[src/rtl/core/trn_pkg.sv]
// Shared types and constants for the telnet receive negotiator.
`timescale 1ns / 1ps
`default_nettype none

package trn_pkg;

  // Telnet command bytes
  localparam logic [7:0] CMD_EOR  = 8'd239;
  localparam logic [7:0] CMD_SE   = 8'd240;
  localparam logic [7:0] CMD_GA   = 8'd249;
  localparam logic [7:0] CMD_SB   = 8'd250;
  localparam logic [7:0] CMD_WILL = 8'd251;
  localparam logic [7:0] CMD_WONT = 8'd252;
  localparam logic [7:0] CMD_DO   = 8'd253;
  localparam logic [7:0] CMD_DONT = 8'd254;
  localparam logic [7:0] CMD_IAC  = 8'd255;

  // Option codes
  localparam logic [7:0] OPT_ECHO  = 8'd1;
  localparam logic [7:0] OPT_TTYPE = 8'd24;
  localparam logic [7:0] OPT_EOR   = 8'd25;
  localparam logic [7:0] OPT_NAWS  = 8'd31;
  localparam logic [7:0] OPT_COMP2 = 8'd86;

  // Result channels
  localparam logic [1:0] CH_NONE   = 2'd0;
  localparam logic [1:0] CH_USER   = 2'd1;
  localparam logic [1:0] CH_SOCKET = 2'd2;
  localparam logic [1:0] CH_EVENT  = 2'd3;

  // Event codes
  localparam logic [1:0] EV_GO_AHEAD  = 2'd0;
  localparam logic [1:0] EV_TTYPE     = 2'd1;
  localparam logic [1:0] EV_COMPRESS  = 2'd2;
  localparam logic [1:0] EV_SB_TOO_LONG = 2'd3;

  // Configuration register indexes
  localparam int CFG_IDX_W = 4;
  localparam logic [CFG_IDX_W-1:0] CFG_TERM_COLS    = 4'd0;
  localparam logic [CFG_IDX_W-1:0] CFG_TERM_LINES   = 4'd1;
  localparam logic [CFG_IDX_W-1:0] CFG_STATUS_LINE  = 4'd2;
  localparam logic [CFG_IDX_W-1:0] CFG_MCCP_ENABLED = 4'd3;
  localparam int CFG_DATA_W = 16;

  localparam logic [15:0] TERM_COLS_RST    = 16'd80;
  localparam logic [15:0] TERM_LINES_RST   = 16'd25;
  localparam logic        STATUS_LINE_RST  = 1'b0;
  localparam logic        MCCP_ENABLED_RST = 1'b1;

  localparam int SUBNEG_LIMIT_DEF = 64;

  typedef struct packed {
    logic [15:0] term_cols;
    logic [15:0] term_lines;
    logic        status_line;
    logic        mccp_enabled;
  } cfg_t;

  typedef struct packed {
    logic [7:0] rx_byte;
    logic       mccp_window;
  } in_item_t;

  typedef struct packed {
    logic [1:0] channel;
    logic [7:0] out_byte;
    logic [1:0] event_code;
    logic       last;
    logic [1:0] echo_mode;
    logic       naws_on;
    logic       go_ahead_seen;
  } out_item_t;

  typedef enum logic [2:0] {
    JOB_NONE,
    JOB_DATA,
    JOB_EVENT,
    JOB_REPLY,
    JOB_NAWS
  } job_kind_t;

  // Everything one received byte asks the emitter to send
  typedef struct packed {
    job_kind_t  kind;
    logic [7:0] arg;        // data byte, event argument or reply verb
    logic [1:0] ev;
    logic [7:0] opt;
    logic [7:0] cols_hi;
    logic [7:0] cols_lo;
    logic [7:0] rows_hi;
    logic [7:0] rows_lo;
    logic [1:0] echo_mode;
    logic       naws_on;
    logic       go_ahead_seen;
  } job_t;

endpackage

`default_nettype wire

[src/rtl/core/trn_parser.sv]
// Telnet byte parser: protocol state and per-byte job decode.
`timescale 1ns / 1ps
`default_nettype none

module trn_parser import trn_pkg::*; #(
  parameter int SUBNEG_LIMIT = SUBNEG_LIMIT_DEF
) (
  input  wire logic     clk,
  input  wire logic     rst_n,
  input  wire logic     accept,
  input  wire in_item_t in_item,
  input  wire cfg_t     cfg,
  output job_t          job
);

  localparam int CNT_W = $clog2(SUBNEG_LIMIT + 2);
  localparam logic [CNT_W-1:0] CNT_LIMIT = CNT_W'(SUBNEG_LIMIT);
  localparam logic [CNT_W-1:0] CNT_ONE   = CNT_W'(1);
  localparam logic [CNT_W-1:0] CNT_TWO   = CNT_W'(2);

  localparam logic [1:0] VERB_WILL = 2'd0;
  localparam logic [1:0] VERB_WONT = 2'd1;
  localparam logic [1:0] VERB_DO   = 2'd2;

  localparam logic [1:0] ECHO_SERVER = 2'd1;
  localparam logic [1:0] ECHO_LOCAL  = 2'd2;

  typedef enum logic [2:0] {
    PH_DATA,
    PH_IAC,
    PH_VERB,
    PH_SB,
    PH_SBIAC
  } phase_t;

  phase_t           phase_r, phase_nxt;
  logic [1:0]       verb_r, verb_nxt;
  logic [CNT_W-1:0] sub_count_r, sub_count_nxt;
  logic [7:0]       sub_option_r, sub_option_nxt;
  logic [7:0]       sub_second_r, sub_second_nxt;
  logic [1:0]       echo_r, echo_nxt;
  logic             naws_r, naws_nxt;
  logic             mccp_allowed_r, mccp_allowed_nxt;
  logic             ga_r, ga_nxt;
  logic [1:0]       ttype_idx_r, ttype_idx_nxt;
  logic             ttype_rep_r, ttype_rep_nxt;

  logic [7:0]  b;
  logic        do_store;
  logic        do_finish;
  logic [7:0]  refuse;
  logic [7:0]  accept_will;
  logic [7:0]  reply;
  logic [16:0] row_sub;
  logic [15:0] rows;

  assign b = in_item.rx_byte;

  always_comb begin
    row_sub = {16'd0, cfg.status_line} + 17'd1;
    rows    = ({1'b0, cfg.term_lines} > row_sub) ?
              16'(({1'b0, cfg.term_lines} - row_sub)) : 16'd0;
    refuse  = verb_r[1] ? CMD_WONT : CMD_DONT;
    unique case (verb_r)
      VERB_WILL: accept_will = CMD_DO;
      VERB_WONT: accept_will = CMD_DONT;
      default:   accept_will = CMD_WONT;
    endcase
  end

  always_comb begin
    phase_nxt        = phase_r;
    verb_nxt         = verb_r;
    sub_count_nxt    = sub_count_r;
    sub_option_nxt   = sub_option_r;
    sub_second_nxt   = sub_second_r;
    echo_nxt         = echo_r;
    naws_nxt         = naws_r;
    mccp_allowed_nxt = mccp_allowed_r;
    ga_nxt           = ga_r;
    ttype_idx_nxt    = ttype_idx_r;
    ttype_rep_nxt    = ttype_rep_r;
    do_store         = 1'b0;
    do_finish        = 1'b0;
    reply            = refuse;

    job         = '0;
    job.kind    = JOB_NONE;
    job.opt     = b;
    job.cols_hi = cfg.term_cols[15:8];
    job.cols_lo = cfg.term_cols[7:0];
    job.rows_hi = rows[15:8];
    job.rows_lo = rows[7:0];

    unique case (phase_r)
      PH_IAC: begin
        phase_nxt = PH_DATA;
        if (b >= CMD_WILL && b <= CMD_DONT) begin
          verb_nxt  = 2'(b - CMD_WILL);
          phase_nxt = PH_VERB;
        end else if (b == CMD_SB) begin
          sub_count_nxt = '0;
          phase_nxt     = PH_SB;
        end else if (b == CMD_GA || b == CMD_EOR) begin
          ga_nxt    = 1'b1;
          job.kind  = JOB_EVENT;
          job.ev    = EV_GO_AHEAD;
        end else if (b == CMD_IAC) begin
          job.kind = JOB_DATA;
          job.arg  = CMD_IAC;
        end
      end
      PH_VERB: begin
        phase_nxt = PH_DATA;
        if (b == OPT_ECHO || b == OPT_EOR || (b == OPT_COMP2 && cfg.mccp_enabled)) begin
          reply = accept_will;
          if (b == OPT_ECHO) begin
            if (verb_r == VERB_WILL) echo_nxt = ECHO_SERVER;
            else if (verb_r == VERB_WONT) echo_nxt = ECHO_LOCAL;
          end else if (b == OPT_COMP2) begin
            if (verb_r == VERB_WILL) mccp_allowed_nxt = in_item.mccp_window;
            else if (verb_r == VERB_WONT) mccp_allowed_nxt = 1'b0;
          end
        end else if (b == OPT_TTYPE) begin
          if (verb_r == VERB_DO) reply = CMD_WILL;
        end else if (b == OPT_NAWS) begin
          if (verb_r == VERB_DO) begin
            reply    = CMD_WILL;
            naws_nxt = (cfg.term_lines > 16'd1) && (cfg.term_cols != 16'd0);
          end else begin
            reply    = accept_will;
            naws_nxt = 1'b0;
          end
        end
        job.kind = (b == OPT_NAWS) ? JOB_NAWS : JOB_REPLY;
        job.arg  = reply;
      end
      PH_SB: begin
        if (b == CMD_IAC) phase_nxt = PH_SBIAC;
        else do_store = 1'b1;
      end
      PH_SBIAC: begin
        if (b == CMD_SE) begin
          do_finish = 1'b1;
        end else begin
          phase_nxt = PH_SB;
          do_store  = 1'b1;
        end
      end
      default: begin
        phase_nxt = (b == CMD_IAC) ? PH_IAC : PH_DATA;
        if (b != CMD_IAC) begin
          job.kind = JOB_DATA;
          job.arg  = b;
        end
      end
    endcase

    if (do_store) begin
      if (sub_count_r > CNT_LIMIT) begin
        // overflow: drop what was gathered and resync on data
        job.kind      = JOB_EVENT;
        job.ev        = EV_SB_TOO_LONG;
        sub_count_nxt = '0;
        phase_nxt     = PH_DATA;
      end else begin
        if (sub_count_r == '0) sub_option_nxt = b;
        else if (sub_count_r == CNT_ONE) sub_second_nxt = b;
        sub_count_nxt = sub_count_r + CNT_ONE;
      end
    end

    if (do_finish) begin
      if (sub_count_r >= CNT_TWO && sub_option_r == OPT_TTYPE && sub_second_r == 8'd1) begin
        job.kind = JOB_EVENT;
        job.ev   = EV_TTYPE;
        job.arg  = {6'd0, ttype_idx_r};
        // index sequence 0,1,2,3,3,0,...
        if (ttype_idx_r != 2'd3) begin
          ttype_idx_nxt = ttype_idx_r + 2'd1;
        end else if (!ttype_rep_r) begin
          ttype_rep_nxt = 1'b1;
        end else begin
          ttype_rep_nxt = 1'b0;
          ttype_idx_nxt = 2'd0;
        end
      end else if (sub_count_r >= CNT_ONE && sub_option_r == OPT_COMP2 &&
                   cfg.mccp_enabled && mccp_allowed_r) begin
        job.kind = JOB_EVENT;
        job.ev   = EV_COMPRESS;
      end
      sub_count_nxt = '0;
      phase_nxt     = PH_DATA;
    end

    job.echo_mode     = echo_nxt;
    job.naws_on       = naws_nxt;
    job.go_ahead_seen = ga_nxt;
  end

  always_ff @(posedge clk) begin
    if (!rst_n) begin
      phase_r        <= PH_DATA;
      verb_r         <= '0;
      sub_count_r    <= '0;
      sub_option_r   <= '0;
      sub_second_r   <= '0;
      echo_r         <= '0;
      naws_r         <= 1'b0;
      mccp_allowed_r <= 1'b0;
      ga_r           <= 1'b0;
      ttype_idx_r    <= '0;
      ttype_rep_r    <= 1'b0;
    end else if (accept) begin
      phase_r        <= phase_nxt;
      verb_r         <= verb_nxt;
      sub_count_r    <= sub_count_nxt;
      sub_option_r   <= sub_option_nxt;
      sub_second_r   <= sub_second_nxt;
      echo_r         <= echo_nxt;
      naws_r         <= naws_nxt;
      mccp_allowed_r <= mccp_allowed_nxt;
      ga_r           <= ga_nxt;
      ttype_idx_r    <= ttype_idx_nxt;
      ttype_rep_r    <= ttype_rep_nxt;
    end
  end

endmodule

`default_nettype wire

[src/rtl/core/trn_emitter.sv]
// Result emitter: holds one job and sends its results one per cycle while out_stall is low.
`timescale 1ns / 1ps
`default_nettype none

module trn_emitter import trn_pkg::*; (
  input  wire logic  clk,
  input  wire logic  rst_n,
  input  wire logic  job_load,
  input  wire job_t  job_in,
  output logic       job_free,
  output logic       out_valid,
  input  wire logic  out_stall,
  output out_item_t  out_item
);

  // Slot layout of a negotiation reply; size slots come in pairs,
  // the even one only sent when the byte is 255.
  localparam logic [3:0] SL_IAC0    = 4'd0;
  localparam logic [3:0] SL_REPLY   = 4'd1;
  localparam logic [3:0] SL_OPT     = 4'd2;
  localparam logic [3:0] SL_IAC1    = 4'd3;
  localparam logic [3:0] SL_SB      = 4'd4;
  localparam logic [3:0] SL_NAWS    = 4'd5;
  localparam logic [3:0] SL_SIZE_LO = 4'd6;
  localparam logic [3:0] SL_SIZE_HI = 4'd13;
  localparam logic [3:0] SL_IAC2    = 4'd14;
  localparam logic [3:0] SL_SE      = 4'd15;

  job_t       job_r;
  logic       job_v_r;
  logic [3:0] slot_r;
  logic       out_v_r;
  out_item_t  out_r;

  logic [15:0] mask;
  logic [3:0]  last_slot;
  logic [3:0]  slot_inc;
  logic [3:0]  slot_nxt;
  logic        is_last;
  logic        out_load;
  logic        emit;
  logic [1:0]  size_sel;
  logic [7:0]  size_byte;
  out_item_t   res;

  always_comb begin
    mask      = 16'h0001;
    last_slot = SL_IAC0;
    case (job_r.kind)
      JOB_REPLY: begin
        mask      = 16'h0007;
        last_slot = SL_OPT;
      end
      JOB_NAWS: begin
        mask      = 16'hAABF;
        mask[6]   = (job_r.cols_hi == CMD_IAC);
        mask[8]   = (job_r.cols_lo == CMD_IAC);
        mask[10]  = (job_r.rows_hi == CMD_IAC);
        mask[12]  = (job_r.rows_lo == CMD_IAC);
        mask[14]  = 1'b1;
        mask[15]  = 1'b1;
        last_slot = SL_SE;
      end
      default: ;
    endcase
    slot_inc = slot_r + 4'd1;
    slot_nxt = mask[slot_inc] ? slot_inc : slot_r + 4'd2;
    is_last  = (slot_r == last_slot);
  end

  always_comb begin
    size_sel = 2'((slot_r - SL_SIZE_LO) >> 1);
    case (size_sel)
      2'd0:    size_byte = job_r.cols_hi;
      2'd1:    size_byte = job_r.cols_lo;
      2'd2:    size_byte = job_r.rows_hi;
      default: size_byte = job_r.rows_lo;
    endcase

    res               = '0;
    res.last          = is_last;
    res.echo_mode     = job_r.echo_mode;
    res.naws_on       = job_r.naws_on;
    res.go_ahead_seen = job_r.go_ahead_seen;
    case (job_r.kind)
      JOB_DATA: begin
        res.channel  = CH_USER;
        res.out_byte = job_r.arg;
      end
      JOB_EVENT: begin
        res.channel    = CH_EVENT;
        res.out_byte   = job_r.arg;
        res.event_code = job_r.ev;
      end
      JOB_REPLY, JOB_NAWS: begin
        res.channel = CH_SOCKET;
        if (slot_r == SL_IAC0 || slot_r == SL_IAC1 || slot_r == SL_IAC2) begin
          res.out_byte = CMD_IAC;
        end else if (slot_r == SL_REPLY) begin
          res.out_byte = job_r.arg;
        end else if (slot_r == SL_OPT) begin
          res.out_byte = job_r.opt;
        end else if (slot_r == SL_SB) begin
          res.out_byte = CMD_SB;
        end else if (slot_r == SL_NAWS) begin
          res.out_byte = OPT_NAWS;
        end else if (slot_r >= SL_SIZE_LO && slot_r <= SL_SIZE_HI) begin
          res.out_byte = size_byte;
        end else begin
          res.out_byte = CMD_SE;
        end
      end
      default: res.channel = CH_NONE;
    endcase
  end

  assign out_load  = !out_v_r || !out_stall;
  assign emit      = job_v_r && out_load;
  assign job_free  = !job_v_r || (emit && is_last);
  assign out_valid = out_v_r;
  assign out_item  = out_r;

  always_ff @(posedge clk) begin
    if (!rst_n) begin
      job_v_r <= 1'b0;
      slot_r  <= '0;
      out_v_r <= 1'b0;
    end else begin
      if (job_load) begin
        job_v_r <= 1'b1;
        slot_r  <= '0;
      end else if (emit && is_last) begin
        job_v_r <= 1'b0;
        slot_r  <= '0;
      end else if (emit) begin
        slot_r <= slot_nxt;
      end
      if (out_load) out_v_r <= emit;
    end
  end

  always_ff @(posedge clk) begin
    if (job_load) job_r <= job_in;
    if (emit) out_r <= res;
  end

endmodule

`default_nettype wire

[src/rtl/core/telnet_receive_negotiator_core.sv]
// Top level of the telnet receive negotiator: config registers, parser, emitter.
//
//  port group | dir | handshake               | payload
//  -----------+-----+-------------------------+-----------------------------
//  in_        | in  | in_valid / in_stall     | in_item  (rx_byte, window)
//  out_       | out | out_valid / out_stall   | out_item (one result)
//  cfg_       | in  | cfg_valid / cfg_ready   | cfg_index, cfg_data
//
// Each item yields its results in turn: one for data bytes, events and
// ignored bytes, three for an option reply, 16 at most with a size report.
// The emitter sends one result per unstalled cycle from a one-item job register;
// the next item is taken in the cycle the current item's last result loads.
// Reset is synchronous; config returns to its defaults and the parser to data.
// out_stall holds the output register; in_stall rises only while results remain.
`timescale 1ns / 1ps
`default_nettype none

module telnet_receive_negotiator_core import trn_pkg::*; #(
  parameter int SUBNEG_LIMIT = SUBNEG_LIMIT_DEF
) (
  input  wire logic                  clk,
  input  wire logic                  rst_n,
  input  wire logic                  in_valid,
  output logic                       in_stall,
  input  wire in_item_t              in_item,
  output logic                       out_valid,
  input  wire logic                  out_stall,
  output out_item_t                  out_item,
  input  wire logic                  cfg_valid,
  output logic                       cfg_ready,
  input  wire logic [CFG_IDX_W-1:0]  cfg_index,
  input  wire logic [CFG_DATA_W-1:0] cfg_data
);

  cfg_t cfg_r;
  job_t job;
  logic job_free;
  logic accept;

  assign cfg_ready = 1'b1;
  assign in_stall  = !job_free;
  assign accept    = in_valid && job_free;

  always_ff @(posedge clk) begin
    if (!rst_n) begin
      cfg_r.term_cols    <= TERM_COLS_RST;
      cfg_r.term_lines   <= TERM_LINES_RST;
      cfg_r.status_line  <= STATUS_LINE_RST;
      cfg_r.mccp_enabled <= MCCP_ENABLED_RST;
    end else if (cfg_valid) begin
      unique case (cfg_index)
        CFG_TERM_COLS:    cfg_r.term_cols    <= cfg_data;
        CFG_TERM_LINES:   cfg_r.term_lines   <= cfg_data;
        CFG_STATUS_LINE:  cfg_r.status_line  <= cfg_data[0];
        CFG_MCCP_ENABLED: cfg_r.mccp_enabled <= cfg_data[0];
        default: ;
      endcase
    end
  end

  trn_parser #(
    .SUBNEG_LIMIT(SUBNEG_LIMIT)
  ) u_parser (
    .clk     (clk),
    .rst_n   (rst_n),
    .accept  (accept),
    .in_item (in_item),
    .cfg     (cfg_r),
    .job     (job)
  );

  trn_emitter u_emitter (
    .clk       (clk),
    .rst_n     (rst_n),
    .job_load  (accept),
    .job_in    (job),
    .job_free  (job_free),
    .out_valid (out_valid),
    .out_stall (out_stall),
    .out_item  (out_item)
  );

endmodule

`default_nettype wire

[config.mk]
export PLATFORM = sky130hd
export DESIGN_NAME = telnet_receive_negotiator_core
export DESIGN_NICKNAME = d
export VERILOG_FILES = /design/src/rtl/core/trn_pkg.sv /design/src/rtl/core/trn_parser.sv /design/src/rtl/core/trn_emitter.sv /design/src/rtl/core/telnet_receive_negotiator_core.sv
export SDC_FILE = /design/constraint.sdc
export NUM_CORES = 1
export LEC_CHECK = 0
export BUFFER_PORTS_ARGS = -buffer_cell sky130_fd_sc_hd__buf_4
export CAP_MARGIN = 20
export CORE_MARGIN = 1
export CORE_UTILIZATION = 43
export DETAILED_ROUTE_END_ITERATION = 16
export PLACE_DENSITY = 0.71
export SETUP_SLACK_MARGIN = 0.4
export SYNTH_ARGS = -nofsm -noshare
export SYNTH_HDL_FRONTEND = slang
export SYNTH_SLANG_ARGS = --single-unit
[constraint.sdc]
create_clock -name clk -period 7.2 [get_ports clk]
set_clock_uncertainty 0.1 [all_clocks]
set_input_delay 1.44 -clock clk [delete_from_list [all_inputs] [get_ports clk]]
set_output_delay 1.44 -clock clk [all_outputs]
set_load 0.05 [all_outputs]
==> results_dict.tcl <==
set metrics [dict create \
    finalMaxSlewViolations 0 \
    status "finished clean" \
    synth_cell_types 73 \
    place_congestion 0.880 \
    synth_nets 841 \
    die_y_um 134 \
    leakage_nw 3.07 \
    final_core_util_pct 51.0 \
    h-tree-depth 4 \
    design_area_sq_mm 0.00854 \
    ys_seq_area_share_pct 50.2 \
    worstSetupEndpointType "output port" \
    setup_viol 0 \
    clock.fmax_mhz 218 \
    overflow 0 \
    fin_crit_sh_pct 63.6 \
    die_w_um 134 \
    root_buffer "clkbuf_16" \
    crit_buf_inv 3 \
    grt_pass1_vias 5422 \
    start_kind "primary input" \
    cts_resized 0 \
    place_area_sq_mm 0.00799 \
    postSynth.topFlopCell "dfxtp_1" \
    coreArea_sq_mm 0.0168 \
    synth_cells 781 \
    totalWireLength_mm 17.5 \
    grt_max_degree 41 \
    numCtsBuffers 17 \
    crit_arrival_ps 3040 \
    syn_to_final_growth_pct 14.5 \
    synth_edf_count 74 \
    n_antenna_cell 0 \
    setup_tns_ps 0 \
    crit_fanout 23 \
    ctsHoldBuffers 0 \
    portBuffers 52 \
    cts_tree "yes" \
    crit_slowest_cell "inv_1" \
    syn_area_sq_mm 0.00746 \
    holdCritPathClass "flip-flop to flip-flop" \
    die-area_sq_mm 0.0179 \
    slew_headroom_pct 41.6 \
    min_period_ps 4580 \
    path_class "primary input to output port" \
    crit_chain "buf_4 > nand2_1 > nand2_1 > inv_1 > o211a_4 > nor2_1 > buf_4" \
    cts_sinks 150 \
    post_cts_buffers 0 \
    routed_via_density 5.59 \
    max_stage_delay_ps 690 \
    path_clk_slew_ps 70 \
    ys_ff_latch 150 \
    ir_drop_v 0.000173 \
    yosysWarnings 0 \
    finalHoldWorstSlack_ps 327 \
    vias 5874 \
    worst_pin_slew_ps 875 \
    drc 0 \
    grt_usage_pct 20.4 \
    drtAntennaViolNets 0 \
    num_rows 47 \
    synthArstFlopShare_pct 0 \
    hold_viol 0 \
    dp_hpwl_mm 12.6 \
    start_util_pct 44.5 \
    routedWlPerCell_um 16.6 \
    synth.avg_cell_area_sq_um 9.55 \
    final_common_cell "nand2_1" \
    clock_latency_ps 420 \
    cp_data_required_time_ps 5660 \
    ios 54 \
    drv_cap 0 \
    cp_top_family "buffers and inverters" \
    power_density_mw_per_mm2 233 \
    rsz0062_at_grt "no" \
    layout.nets 878 \
    dr.pass1.iters 5 \
    drive_gt1_share_pct 12.2 \
    drtIter0Drc 604 \
    cts_buffer_depth 2 \
    layout_common_cells "nand2_1, dfxtp_1, edfxtp_1, a21oi_1" \
    grt_first_pass_wirelength_mm 28.3 \
    antenna_found_initial 0 \
]
power breakdown:
part | total (mW) | internal [mW] | switching, mW | leakage (nW)
Clock | 0.833 | 0.479 | 0.355 | 0.268
Sequential | 0.961 | 0.939 | 0.0213 | 1.33
Combinational | 0.198 | 0.0650 | 0.133 | 1.48
Total | 1.99 | 1.48 | 0.508 | 3.07
per-layer routing:
metal  GRT usage [%]  routed length [um]  up-vias
met2            28.8                7520      236
met3            4.45                1090       35
met1            29.7                8430     2687
met4            9.41                 411        0
li1                -                   -     2916
met5               0                   0        -
final timing paths:
path	start	to	slack [ps]	depth (start not counted)
min reg2reg	u_emitter.job_r[0]	u_emitter.out_item[0]	330	0
max	out_stall	in_stall	2620	7
max reg2reg	u_emitter.job_r[54]	u_parser.echo_r[1]	3720	8
min	u_emitter.job_r[0]	u_emitter.out_item[0]	330	0
stage by stage:
| step | std cells | setup WS (ps) | power [mW] |
|---|---|---|---|
| 2_1_floorplan | 781 | 2760 | 1.11 |
| 3_3_place_gp | 1019 | 2630 | 1.17 |
| 3_5_place_dp | 1019 | 2620 | 1.17 |
| 4_1_cts | 1051 | 2610 | 2.00 |
| 5_1_grt | 1051 | 2450 | 2.06 |
| 6_report | 1051 | 2620 | 1.99 |
state kept, by name, summed over array words and instances, names as in the netlist, 2 cells and up:
signal / count
u_emitter.slot_r: 4
u_parser.ttype_idx_r: 2
u_emitter.job_r: 57
u_parser.phase_r: 3
u_parser.echo_r: 2
u_parser.verb_r: 2
u_parser.sub_second_r: 8
u_parser.sub_option_r: 8
u_emitter.out_item: 17
u_parser.sub_count_r: 7
cfg_r: 34
cell type report:
cell class	instances	area [sq um]
Fill cell	1526	8220
Timing Repair Buffer	55	413
Sequential cell	150	3740
Inverter	30	113
Tap cell	220	275
Clock inverter	13	121
Multi-Input combinational cell	564	3440
Clock buffer	19	433
worst register-to-register path, stage by stage (launching register included):
cell	delay (ps)
edfxtp_1	490
or3b_1	580
and3_1	320
o211a_4	280
o21ai_4	550
inv_2	410
buf_4	410
nor2_1	150
nor3_1	60
kinds of logic (layout without fill, tap and decap cells):
logic type	Yosys count	after routing	share of synthesized area, %
AO/OA/AOI/OAI	170	170	14.8
XOR/XNOR	19	19	2.23
adder cells (fa/ha/maj)	26	26	4.46
buffers and inverters	67	117	3.69
flip-flops	150	150	50.2
multiplexers	22	22	3.14
other	1	1	0.0503
AND/OR/NAND/NOR	326	326	21.4
cells in the mapped netlist, types with 8 or more instances:
master / instances / share of area [%]
a21oi_1: 60 / 4.0
edfxtp_1: 74 / 30
inv_1: 30 / 1.5
a21o_1: 9 / 0.91
o21ai_0: 31 / 2.1
o211ai_1: 8 / 0.80
nand2_1: 143 / 7.2
dfxtp_1: 76 / 20
nand3_1: 20 / 1.3
nor3_1: 14 / 0.94
nor2_1: 55 / 2.8
ha_1: 25 / 4.2
or3_1: 12 / 1.0
clkbuf_1: 28 / 1.4
a31oi_1: 9 / 0.75
nor4_1: 11 / 0.92
a222oi_1: 8 / 1.1
nand4_1: 19 / 1.6
xnor2_1: 12 / 1.4
mux2i_1: 20 / 2.7
(Power assumes the default switching activity.)
